`config.mk`:
```
export PLATFORM = sky130hd
export DESIGN_NAME = reflect_sensor_average_wall_detect_unit
export DESIGN_NICKNAME = d
export VERILOG_FILES = /design/src/design/rsawd_pkg.sv /design/src/design/rsawd_cell.sv /design/src/design/reflect_sensor_average_wall_detect_unit.sv
export SDC_FILE = /design/constraint.sdc
export NUM_CORES = 1
export LEC_CHECK = 0
export ABC_AREA = 1
export ABC_CLOCK_PERIOD_IN_PS = 8300
export BUFFER_PORTS_ARGS = -buffer_cell sky130_fd_sc_hd__buf_2
export CORE_MARGIN = 2
export CORE_UTILIZATION = 40
export CTS_BUF_LIST = sky130_fd_sc_hd__clkbuf_4 sky130_fd_sc_hd__clkbuf_8
export DETAILED_ROUTE_END_ITERATION = 10
export PLACE_DENSITY = 0.6
export SLEW_MARGIN = 20
export SYNTH_ARGS = -nofsm -noshare
export SYNTH_HDL_FRONTEND = slang
export SYNTH_HIERARCHICAL = 1
export SYNTH_SLANG_ARGS = --single-unit
```
`constraint.sdc`:
```
create_clock -name clk -period 8.3 [get_ports clk]
set_clock_uncertainty 0.2 [all_clocks]
set_input_delay 0 -clock clk [delete_from_list [all_inputs] [get_ports clk]]
set_output_delay 0 -clock clk [all_outputs]
set_load 0.02 [all_outputs]
```
`src/design/rsawd_pkg.sv`:
```
// shared types and constants for the reflect sensor average and wall detect block
// no dependencies
`default_nettype none

package rsawd_pkg;

    localparam int DATA_W         = 12;
    localparam int DIFF_W         = 13;
    localparam int WINDOW_DEFAULT = 3;
    localparam int NUM_REGS       = 8;
    localparam int CFG_IDX_W      = 3;

    localparam logic GROUP_SIDE  = 1'b0;
    localparam logic GROUP_FRONT = 1'b1;

    localparam logic [CFG_IDX_W-1:0] REG_SIDE_LEFT_LIMIT       = 3'd0;
    localparam logic [CFG_IDX_W-1:0] REG_SIDE_RIGHT_LIMIT      = 3'd1;
    localparam logic [CFG_IDX_W-1:0] REG_FRONT_LEFT_LIMIT      = 3'd2;
    localparam logic [CFG_IDX_W-1:0] REG_FRONT_RIGHT_LIMIT     = 3'd3;
    localparam logic [CFG_IDX_W-1:0] REG_SIDE_LEFT_REF_LIMIT   = 3'd4;
    localparam logic [CFG_IDX_W-1:0] REG_SIDE_RIGHT_REF_LIMIT  = 3'd5;
    localparam logic [CFG_IDX_W-1:0] REG_FRONT_LEFT_REF_LIMIT  = 3'd6;
    localparam logic [CFG_IDX_W-1:0] REG_FRONT_RIGHT_REF_LIMIT = 3'd7;

    typedef struct packed {
        logic signed [DIFF_W-1:0] left;
        logic signed [DIFF_W-1:0] right;
    } diff_pair_t;

    typedef struct packed {
        logic shift;
        logic group;
    } cell_ctl_t;

endpackage

`default_nettype wire

```
`src/design/rsawd_cell.sv`:
```
// one cell of the difference history chain: holds one side entry and one front entry
// depends on rsawd_pkg
`default_nettype none

module rsawd_cell (
    input  wire logic                clk,
    input  wire logic                rst_n,
    input  wire rsawd_pkg::cell_ctl_t     ctl,
    input  wire rsawd_pkg::diff_pair_t    side_in,
    input  wire rsawd_pkg::diff_pair_t    front_in,
    output rsawd_pkg::diff_pair_t    side_out,
    output rsawd_pkg::diff_pair_t    front_out
);

    rsawd_pkg::diff_pair_t side_reg;
    rsawd_pkg::diff_pair_t front_reg;

    always_ff @(posedge clk or negedge rst_n)
    begin
        if (!rst_n)
        begin
            side_reg  <= '0;
            front_reg <= '0;
        end
        else if (ctl.shift)
        begin
            if (ctl.group == rsawd_pkg::GROUP_FRONT)
            begin
                front_reg <= front_in;
            end
            else
            begin
                side_reg <= side_in;
            end
        end
    end

    assign side_out  = side_reg;
    assign front_out = front_reg;

endmodule

`default_nettype wire

```
`src/design/reflect_sensor_average_wall_detect_unit.sv`:
```
// top level: difference chain, running sums, constant divide and wall compare
// depends on rsawd_pkg and rsawd_cell
//
//   channel   valid      stall      payload
//   input     in_valid   in_stall   group, left_dark, left_bright, right_dark, right_bright
//   output    out_valid  out_stall  group_out, averages, wall flags
//   config    cfg_we     -          cfg_index, cfg_data
//
// one request per cycle while in_stall is low; a result passes the stage 1, stage 2 and output registers
// pipeline: running sum update, reciprocal multiply, sign fix and compare
// after reset all history entries and limits are zero
// out_stall holds the pipeline; stages drain into empty slots ahead of them
`default_nettype none

module reflect_sensor_average_wall_detect_unit #(
    parameter int WINDOW = rsawd_pkg::WINDOW_DEFAULT
) (
    input  wire logic                                  clk,
    input  wire logic                                  rst_n,
    input  wire logic                                  in_valid,
    output logic                                       in_stall,
    input  wire logic                                  group,
    input  wire logic        [rsawd_pkg::DATA_W-1:0]   left_dark,
    input  wire logic        [rsawd_pkg::DATA_W-1:0]   left_bright,
    input  wire logic        [rsawd_pkg::DATA_W-1:0]   right_dark,
    input  wire logic        [rsawd_pkg::DATA_W-1:0]   right_bright,
    output logic                                       out_valid,
    input  wire logic                                  out_stall,
    output logic                                       group_out,
    output logic signed      [rsawd_pkg::DIFF_W-1:0]   left_average,
    output logic signed      [rsawd_pkg::DIFF_W-1:0]   right_average,
    output logic                                       left_wall,
    output logic                                       right_wall,
    output logic                                       front_wall,
    output logic                                       left_ref_wall,
    output logic                                       right_ref_wall,
    output logic                                       front_ref_wall,
    input  wire logic                                  cfg_we,
    input  wire logic        [rsawd_pkg::CFG_IDX_W-1:0] cfg_index,
    input  wire logic        [rsawd_pkg::DATA_W-1:0]   cfg_data
);

    localparam int DATA_W  = rsawd_pkg::DATA_W;
    localparam int DIFF_W  = rsawd_pkg::DIFF_W;
    localparam int SUM_W   = DIFF_W + $clog2(WINDOW);
    localparam int ABS_W   = SUM_W - 1;
    localparam int SHIFT   = ABS_W + $clog2(WINDOW);
    localparam longint RECIP = ((longint'(1) << SHIFT) + WINDOW - 1) / WINDOW;
    localparam int RECIP_W = ABS_W + 1;
    localparam int PROD_W  = ABS_W + RECIP_W;
    localparam logic [RECIP_W-1:0] RECIP_K = RECIP[RECIP_W-1:0];

    // limit registers
    logic [DATA_W-1:0] cfg_reg [rsawd_pkg::NUM_REGS];

    always_ff @(posedge clk or negedge rst_n)
    begin
        if (!rst_n)
        begin
            for (int i = 0; i < rsawd_pkg::NUM_REGS; i++)
            begin
                cfg_reg[i] <= '0;
            end
        end
        else if (cfg_we)
        begin
            cfg_reg[cfg_index] <= cfg_data;
        end
    end

    // pipeline flow
    logic v1_reg, v2_reg, out_valid_reg;
    logic free1, free2, free3, accept;

    assign free3    = !out_valid_reg || !out_stall;
    assign free2    = !v2_reg || free3;
    assign free1    = !v1_reg || free2;
    assign in_stall = !free1;
    assign accept   = in_valid && free1;

    // new differences
    rsawd_pkg::diff_pair_t new_diff;
    assign new_diff.left  = $signed({1'b0, left_bright}) - $signed({1'b0, left_dark});
    assign new_diff.right = $signed({1'b0, right_bright}) - $signed({1'b0, right_dark});

    // history chain
    rsawd_pkg::cell_ctl_t  ctl;
    rsawd_pkg::diff_pair_t side_tap  [WINDOW];
    rsawd_pkg::diff_pair_t front_tap [WINDOW];

    assign ctl.shift = accept;
    assign ctl.group = group;

    genvar g;
    generate
        for (g = 0; g < WINDOW; g++)
        begin : g_cell
            rsawd_pkg::diff_pair_t side_feed;
            rsawd_pkg::diff_pair_t front_feed;
            if (g == 0)
            begin : g_head
                assign side_feed  = new_diff;
                assign front_feed = new_diff;
            end
            else
            begin : g_link
                assign side_feed  = side_tap[g-1];
                assign front_feed = front_tap[g-1];
            end
            rsawd_cell u_cell (
                .clk       (clk),
                .rst_n     (rst_n),
                .ctl       (ctl),
                .side_in   (side_feed),
                .front_in  (front_feed),
                .side_out  (side_tap[g]),
                .front_out (front_tap[g])
            );
        end
    endgenerate

    // running sums
    logic signed [SUM_W-1:0] side_l_sum_reg, side_r_sum_reg;
    logic signed [SUM_W-1:0] front_l_sum_reg, front_r_sum_reg;
    logic signed [SUM_W-1:0] old_l_sum, old_r_sum;
    logic signed [SUM_W-1:0] l_sum_next, r_sum_next;
    rsawd_pkg::diff_pair_t   oldest;

    always_comb
    begin
        if (group == rsawd_pkg::GROUP_FRONT)
        begin
            old_l_sum = front_l_sum_reg;
            old_r_sum = front_r_sum_reg;
            oldest    = front_tap[WINDOW-1];
        end
        else
        begin
            old_l_sum = side_l_sum_reg;
            old_r_sum = side_r_sum_reg;
            oldest    = side_tap[WINDOW-1];
        end
        l_sum_next = old_l_sum + SUM_W'(new_diff.left) - SUM_W'(oldest.left);
        r_sum_next = old_r_sum + SUM_W'(new_diff.right) - SUM_W'(oldest.right);
    end

    always_ff @(posedge clk or negedge rst_n)
    begin
        if (!rst_n)
        begin
            side_l_sum_reg  <= '0;
            side_r_sum_reg  <= '0;
            front_l_sum_reg <= '0;
            front_r_sum_reg <= '0;
        end
        else if (accept)
        begin
            if (group == rsawd_pkg::GROUP_FRONT)
            begin
                front_l_sum_reg <= l_sum_next;
                front_r_sum_reg <= r_sum_next;
            end
            else
            begin
                side_l_sum_reg <= l_sum_next;
                side_r_sum_reg <= r_sum_next;
            end
        end
    end

    // stage 1: magnitude and sign
    logic [SUM_W-1:0] l_mag_full, r_mag_full;
    logic [ABS_W-1:0] l_abs1_reg, r_abs1_reg;
    logic             l_neg1_reg, r_neg1_reg, grp1_reg;

    assign l_mag_full = l_sum_next[SUM_W-1] ? SUM_W'(-l_sum_next) : SUM_W'(l_sum_next);
    assign r_mag_full = r_sum_next[SUM_W-1] ? SUM_W'(-r_sum_next) : SUM_W'(r_sum_next);

    always_ff @(posedge clk)
    begin
        if (free1)
        begin
            l_abs1_reg <= l_mag_full[ABS_W-1:0];
            r_abs1_reg <= r_mag_full[ABS_W-1:0];
            l_neg1_reg <= l_sum_next[SUM_W-1];
            r_neg1_reg <= r_sum_next[SUM_W-1];
            grp1_reg   <= group;
        end
    end

    // stage 2: reciprocal multiply
    logic [PROD_W-1:0] l_prod2_reg, r_prod2_reg;
    logic              l_neg2_reg, r_neg2_reg, grp2_reg;

    always_ff @(posedge clk)
    begin
        if (free2)
        begin
            l_prod2_reg <= PROD_W'(l_abs1_reg) * PROD_W'(RECIP_K);
            r_prod2_reg <= PROD_W'(r_abs1_reg) * PROD_W'(RECIP_K);
            l_neg2_reg  <= l_neg1_reg;
            r_neg2_reg  <= r_neg1_reg;
            grp2_reg    <= grp1_reg;
        end
    end

    // stage 3: sign, compare, output register
    logic [DATA_W-1:0]        l_quot, r_quot;
    logic signed [DIFF_W-1:0] l_avg, r_avg;
    logic [DATA_W-1:0]        l_lim, r_lim, l_ref, r_ref;
    logic                     lw, rw, lrw, rrw;

    assign l_quot = l_prod2_reg[SHIFT +: DATA_W];
    assign r_quot = r_prod2_reg[SHIFT +: DATA_W];
    assign l_avg  = l_neg2_reg ? -$signed({1'b0, l_quot}) : $signed({1'b0, l_quot});
    assign r_avg  = r_neg2_reg ? -$signed({1'b0, r_quot}) : $signed({1'b0, r_quot});

    always_comb
    begin
        if (grp2_reg == rsawd_pkg::GROUP_FRONT)
        begin
            l_lim = cfg_reg[rsawd_pkg::REG_FRONT_LEFT_LIMIT];
            r_lim = cfg_reg[rsawd_pkg::REG_FRONT_RIGHT_LIMIT];
            l_ref = cfg_reg[rsawd_pkg::REG_FRONT_LEFT_REF_LIMIT];
            r_ref = cfg_reg[rsawd_pkg::REG_FRONT_RIGHT_REF_LIMIT];
        end
        else
        begin
            l_lim = cfg_reg[rsawd_pkg::REG_SIDE_LEFT_LIMIT];
            r_lim = cfg_reg[rsawd_pkg::REG_SIDE_RIGHT_LIMIT];
            l_ref = cfg_reg[rsawd_pkg::REG_SIDE_LEFT_REF_LIMIT];
            r_ref = cfg_reg[rsawd_pkg::REG_SIDE_RIGHT_REF_LIMIT];
        end
        lw  = l_avg > $signed({1'b0, l_lim});
        rw  = r_avg > $signed({1'b0, r_lim});
        lrw = l_avg > $signed({1'b0, l_ref});
        rrw = r_avg > $signed({1'b0, r_ref});
    end

    logic                     grp_out_reg;
    logic signed [DIFF_W-1:0] l_avg_reg, r_avg_reg;
    logic                     lw_reg, rw_reg, fw_reg, lrw_reg, rrw_reg, frw_reg;

    always_ff @(posedge clk)
    begin
        if (free3)
        begin
            grp_out_reg <= grp2_reg;
            l_avg_reg   <= l_avg;
            r_avg_reg   <= r_avg;
            lw_reg      <= lw;
            rw_reg      <= rw;
            fw_reg      <= (grp2_reg == rsawd_pkg::GROUP_FRONT) && (lw || rw);
            lrw_reg     <= lrw;
            rrw_reg     <= rrw;
            frw_reg     <= (grp2_reg == rsawd_pkg::GROUP_FRONT) && (lrw || rrw);
        end
    end

    always_ff @(posedge clk or negedge rst_n)
    begin
        if (!rst_n)
        begin
            v1_reg        <= 1'b0;
            v2_reg        <= 1'b0;
            out_valid_reg <= 1'b0;
        end
        else
        begin
            if (free1)
            begin
                v1_reg <= in_valid;
            end
            if (free2)
            begin
                v2_reg <= v1_reg;
            end
            if (free3)
            begin
                out_valid_reg <= v2_reg;
            end
        end
    end

    assign out_valid      = out_valid_reg;
    assign group_out      = grp_out_reg;
    assign left_average   = l_avg_reg;
    assign right_average  = r_avg_reg;
    assign left_wall      = lw_reg;
    assign right_wall     = rw_reg;
    assign front_wall     = fw_reg;
    assign left_ref_wall  = lrw_reg;
    assign right_ref_wall = rrw_reg;
    assign front_ref_wall = frw_reg;

endmodule

`default_nettype wire

```
== Yosys cells after proc, flatten, opt, wreduce, memory -nomap -nowiden ==
Index checks and enable logic that the tools add are counted.
W data, S select, Z words.

* Add/subtract/negate cells: 10
* Multipliers: 2
* Order comparisons: 6
* Multiplexer cells: 14
* Bitwise operators: 2
* Reduce and logical (&&, ||, !) cells: 16

{| class="wikitable"
|+ Operators with widths
! operator !! count
|-
| $bwmux W96 || 1
|-
| $mux W12 || 5
|-
| $mul A14 B14 Y27 const B || 2
|-
| $gt A13 B13 Y1 || 4
|-
| $demux W12 S3 || 1
|-
| $add A15 B13 Y15 || 2
|-
| $mux W15 || 2
|-
| $sub A15 B13 Y15 || 2
|-
| $mux W14 || 2
|-
| $neg A14 Y14 || 2
|-
| $mux W13 || 2
|-
| $mux W26 || 1
|-
| $neg A12 Y13 || 2
|-
| $sub A12 B12 Y13 || 2
|-
| $logic_not A1 Y1 || 5
|-
| $logic_or A1 B1 Y1 || 5
|-
| $ge A4 B4 Y1 const B || 1
|-
| $logic_and A1 B1 Y1 || 4
|-
| $lt A4 B1 Y1 const B || 1
|-
| $not A3 Y4 || 1
|-
| $reduce_and A2 Y1 || 2
|-
| $not A1 Y1 || 1
|}

* Register bits after elaboration: 436
* Bits of input ports: 69
* Word-level logic and storage cells: 96

== Depth between registers and ports, before layout ==
* Depth after elaboration: 6
* Gate-level depth with buffers: 25
* Depth with buffers taken out: 25

== By module ==
Netlist, hierarchy kept.

{| class="wikitable"
|+ By module, submodules not included
! module !! instances !! cells each !! area each (sq um) !! seq. area each (sq um)
|-
| reflect_sensor_average_wall_detect_unit || 1 || 2664 || 22426.5 || 6711.4
|-
| rsawd_cell || 3 || 226 || 2082.0 || 1301.2
|}

== Worst setup path before layout ==
OpenSTA, ideal clock, no wires.

* Path kind: reg2reg
* Start: register l_abs1_reg[1]
* End: register l_prod2_reg[22] (data pin)
* Arrival time: 4.445 ns
* Required time: 7.841 ns
* Slack: 3.396 ns
* Stages on the path, launching flop included: 20
* Buffers on the path: 0
* Path through: edfxtp_1 -> ha_1 -> inv_1 -> fa_1 -> inv_1 -> fa_1 -> inv_1 -> fa_1 -> fa_1 -> inv_1 -> ha_1 -> ha_1 -> a21oi_1 -> o21ai_0 -> a21oi_1 -> nand2_1 -> a21oi_1 -> o21ai_0 -> nand2_1 -> nand2_1

* Word-level cells in the longest chain between the ends: 1

{| class="wikitable"
|+ RTL lines
! element !! RTL line !! text
|-
| start, declared || reflect_sensor_average_wall_detect_unit.sv:173 || <nowiki>logic [ABS_W-1:0] l_abs1_reg, r_abs1_reg;</nowiki>
|-
| start signal, assigned || reflect_sensor_average_wall_detect_unit.sv:183 || <nowiki>l_abs1_reg <= l_mag_full[ABS_W-1:0];</nowiki>
|-
| $mul A14 B14 Y27 || reflect_sensor_average_wall_detect_unit.sv:199 || <nowiki>l_prod2_reg <= PROD_W'(l_abs1_reg) * PROD_W'(RECIP_K);</nowiki>
|-
| end signal, assigned || reflect_sensor_average_wall_detect_unit.sv:199 ||
|-
| end, declared || reflect_sensor_average_wall_detect_unit.sv:192 || <nowiki>logic [PROD_W-1:0] l_prod2_reg, r_prod2_reg;</nowiki>
|}

Every way passes these cells.
A chain may end at the register's enable or synchronous reset.

== Worst setup path in the final report ==
Same ends and word-level chain as after synthesis.

==> impl_metrics.csv <==
group,metric,value,unit
outcome,status,"completed",
route,drtIter0Drc,1291,
grt,antenna_found_initial,0,
placement,gp_congestion,0.875,
logic_synthesis,yosysTopAreaCell,"dfrtp_1",
setup_path,crit_fanout,4,
floorplan,die_x,272,um
floorplan,io_pins,104,
sta,min_period_over_period,63.6,%
setup_path,path_cells,"ha_1 -> inv_1 -> fa_1 -> inv_1 -> fa_1 -> inv_1 -> fa_1 -> fa_1 -> inv_1 -> ha_1 -> ha_1 -> nand2_1 -> nor4_1 -> nand2_1 -> nand2_1 -> a21oi_1 -> o211ai_1 -> nand2_1",
clocking,post_cts_resized,0,
setup_path,path_depth,18,
setup_path,cpPeakStageDelay,540,ps
sta,setup_viol,0,
logic_synthesis,synth.area.top_cells,"dfrtp_1 27%, ha_1 12%, nand2_1 12%, fa_1 9.9%, edfxtp_1 9.5%",
setup_path,r2r_start,"l_abs1_reg[1]$_DFFE_PN_",
logic_synthesis,synth_fp_nets,3839,
clocking,clk_pin_slew,60,ps
logic_synthesis,netlist_area,0.0287,mm2
logic_synthesis,yosysTopAreaCellShare,27.5,%
floorplan,coreArea,0.0712,mm2
logic_synthesis,post_synth_most_frequent_cells,"902 x nand2_1, 505 x inv_1, 315 x dfrtp_1, 286 x ha_1",
route,viasPerCell,4.85,
finish,area_delta_synth_final,14.4,%
setup_path,crit_start,"l_abs1_reg[1]$_DFFE_PN_",
grt,grt_pass1_vias,21673,
sta,slew_headroom,38.7,%
setup_path,worstReg2RegEnd,"l_prod2_reg[22]$_DFFE_PP_",
setup_path,crit_required,8510,ps
floorplan,num_rows,98,
logic_synthesis,ys.flop_type,"dfrtp_1",
logic_synthesis,synth_async_sr_flop_share,77.6,%
logic_synthesis,ys_ff_latch,406,
logic_synthesis,postSynthCellCount,3342,
floorplan,start_util,40.2,%
placement,numPortBuffers,103,
grt,grt_overflow,0,
floorplan,die_h,272,um
setup_path,crit_slowest_cell,"fa_1",
clocking,clock_latency,680,ps
hold_path,hp-class,"input pin to register",
setup_path,crit_buf_inv,4,
logic_synthesis,yosysMostFrequentCell,"nand2_1",
finish,fillCellCount,6965,
sta,clock.fmax,189,MHz
clocking,root_buffer,"clkbuf_8",
route,wl_per_cell,15.0,um
setup_path,worst-r2r-setup-slack,3020,ps
setup_path,cp_top_family,"adder cells",
grt,grt_max_degree,172,
sta,finalHoldViolations,0,
clocking,cts_tree,"built",
sta,setup_tns,0,ps
route,drc,0,
clocking,cts_buffer_depth,3,
logic_synthesis,yosys_warnings,6,
setup_path,critPathLaunchType,"register",
route,vias,22165,
logic_synthesis,ys_seq_area_share,37.0,%
finish,num_antenna_cells,0,
floorplan,dieArea,0.0738,mm2
logic_synthesis,ys_types,45,
placement,dp_hpwl,49600,um
finish,largest_reg_flops,96,
route,detail-route-antenna-nets,0,
setup_path,cp-endpoint,"l_prod2_reg[22]$_DFFE_PP_",
run,maxCapViolCount,0,
finish,drive_gt1_share,7.71,%
route,drt-total-wl,68500,um
grt,grt.total_usage,18.8,%
logic_synthesis,syn_area_per_cell,8.58,um2
grt,grt_pass1_wl,113000,um
setup_path,worstRegToRegCells,18,
setup_path,cp-end-kind,"register",
setup_path,cp.arrival,5490,ps
route,first_pass_iters,5,
clocking,numCtsBuffers,70,
clocking,clock_sinks,406,
clocking,htreeDepth,3,
sta,drv_slew,0,
sta,grt_setup_unrepaired,"false",
finish,fin_nets,4066,
logic_synthesis,synth_edf_count,91,
setup_path,path_class,"register to register",
sta,min_period,5280,ps
sta,tightest_slew,919,ps
## cells in the final DEF (no fill, tap or decap), drive strengths merged, types with 33 or more instances in the layout
cell type    instances
nand2              921
inv                515
dfrtp              315
ha                 286
o21ai              246
nand3              245
fa                 142
dlygate4sd3        133
buf                114
a21oi              113
nor2               111
clkbuf             101
edfxtp              91
xor2                67
mux2i               56
nor3                33
## worst min path at each step
stage / from / depth (start not counted) / slack, ps / end
floorplan: rst_n / 0 / -500 / cfg_reg[0]$_DFFE_PN0P_
global placement: rst_n / 1 / -110 / cfg_reg[9]$_DFFE_PN0P_
detailed placement: rst_n / 1 / -110 / cfg_reg[9]$_DFFE_PN0P_
CTS: right_dark[4] / 9 / 2 / g_cell[0].u_cell/front_out[5]$_DFFE_PN0P_
global route: group / 4 / 80 / g_cell[0].u_cell/front_out[4]$_DFFE_PN0P_
finish: right_dark[4] / 9 / 70 / g_cell[0].u_cell/front_out[5]$_DFFE_PN0P_
## area by class of cell
| cell class | instances | area (um2) | area share [%] |
|---|---|---|---|
| flip-flops and latches | 406 | 10600 | 32.4 |
| repair buffers | 247 | 1980 | 6.03 |
| multi-input cells | 2333 | 15600 | 47.7 |
| well taps | 950 | 1190 | 3.62 |
| inverters | 511 | 1930 | 5.87 |
| clock inverters | 19 | 208 | 0.633 |
| clock buffers | 101 | 1250 | 3.80 |
## cell families (layout without fill, tap and decap cells)
kind of cell | count (synthesis) | count (layout) | share of synthesized area, %
flip-flops | 406 | 406 | 37.0
AND/OR/NAND/NOR | 1351 | 1351 | 19.8
multiplexers | 56 | 56 | 1.95
AO/OA/AOI/OAI | 405 | 405 | 7.51
adder cells (fa/ha/maj) | 428 | 428 | 22.4
XOR/XNOR | 93 | 93 | 2.84
buffers and inverters | 603 | 878 | 8.50
## worst reg2reg max path: stages, from the launching register on
cell and delay [ps]:
edfxtp_1 440, ha_1 390, inv_1 80, fa_1 500
inv_1 60, fa_1 490, inv_1 50, fa_1 500
fa_1 540, inv_1 40, ha_1 290, ha_1 320
nand2_1 100, nor4_1 420, nand2_1 100, nand2_1 120
a21oi_1 110, o211ai_1 180, nand2_1 90
## stage by stage
stage                     hold slack, ps  area [um2]  setup WS [ps]  instances  utilization, %
after floorplan                     -496       28700           3400       3342               -
after global placement              -109       30000           3100       4313            42.1
after detailed placement            -113       30000           3060       4313            42.1
after CTS                           2.07       32800           3040       4567            46.0
after global routing                76.4       32800           2750       4567            46.0
final                               69.5       32800           3020       4567            46.0
## routing by layer
metal  routed length (um)  vias to the layer above  part of all wire, %  global-route usage (%)
met5                    0                        -                    0                       0
met4                 1440                        0                  2.1                    4.80
met3                 2540                       97                  3.7                    2.57
met2                32100                      413                   47                    31.5
met1                32400                    10432                   47                    25.7
li1                     -                    11223                    -                       -
## what timing repair did
| item | in CTS | in global routing |
|---|---|---|
| endpoints found under the hold margin | 427 | 0 |
| setup buffers | 0 | 0 |
| hold buffers | 134 | 0 |
| endpoints found under the setup margin | 0 | 0 |
Power is left out: the tool's default activity adds up to more than one toggle a clock period on the data nets, which glitch-free logic cannot reach.
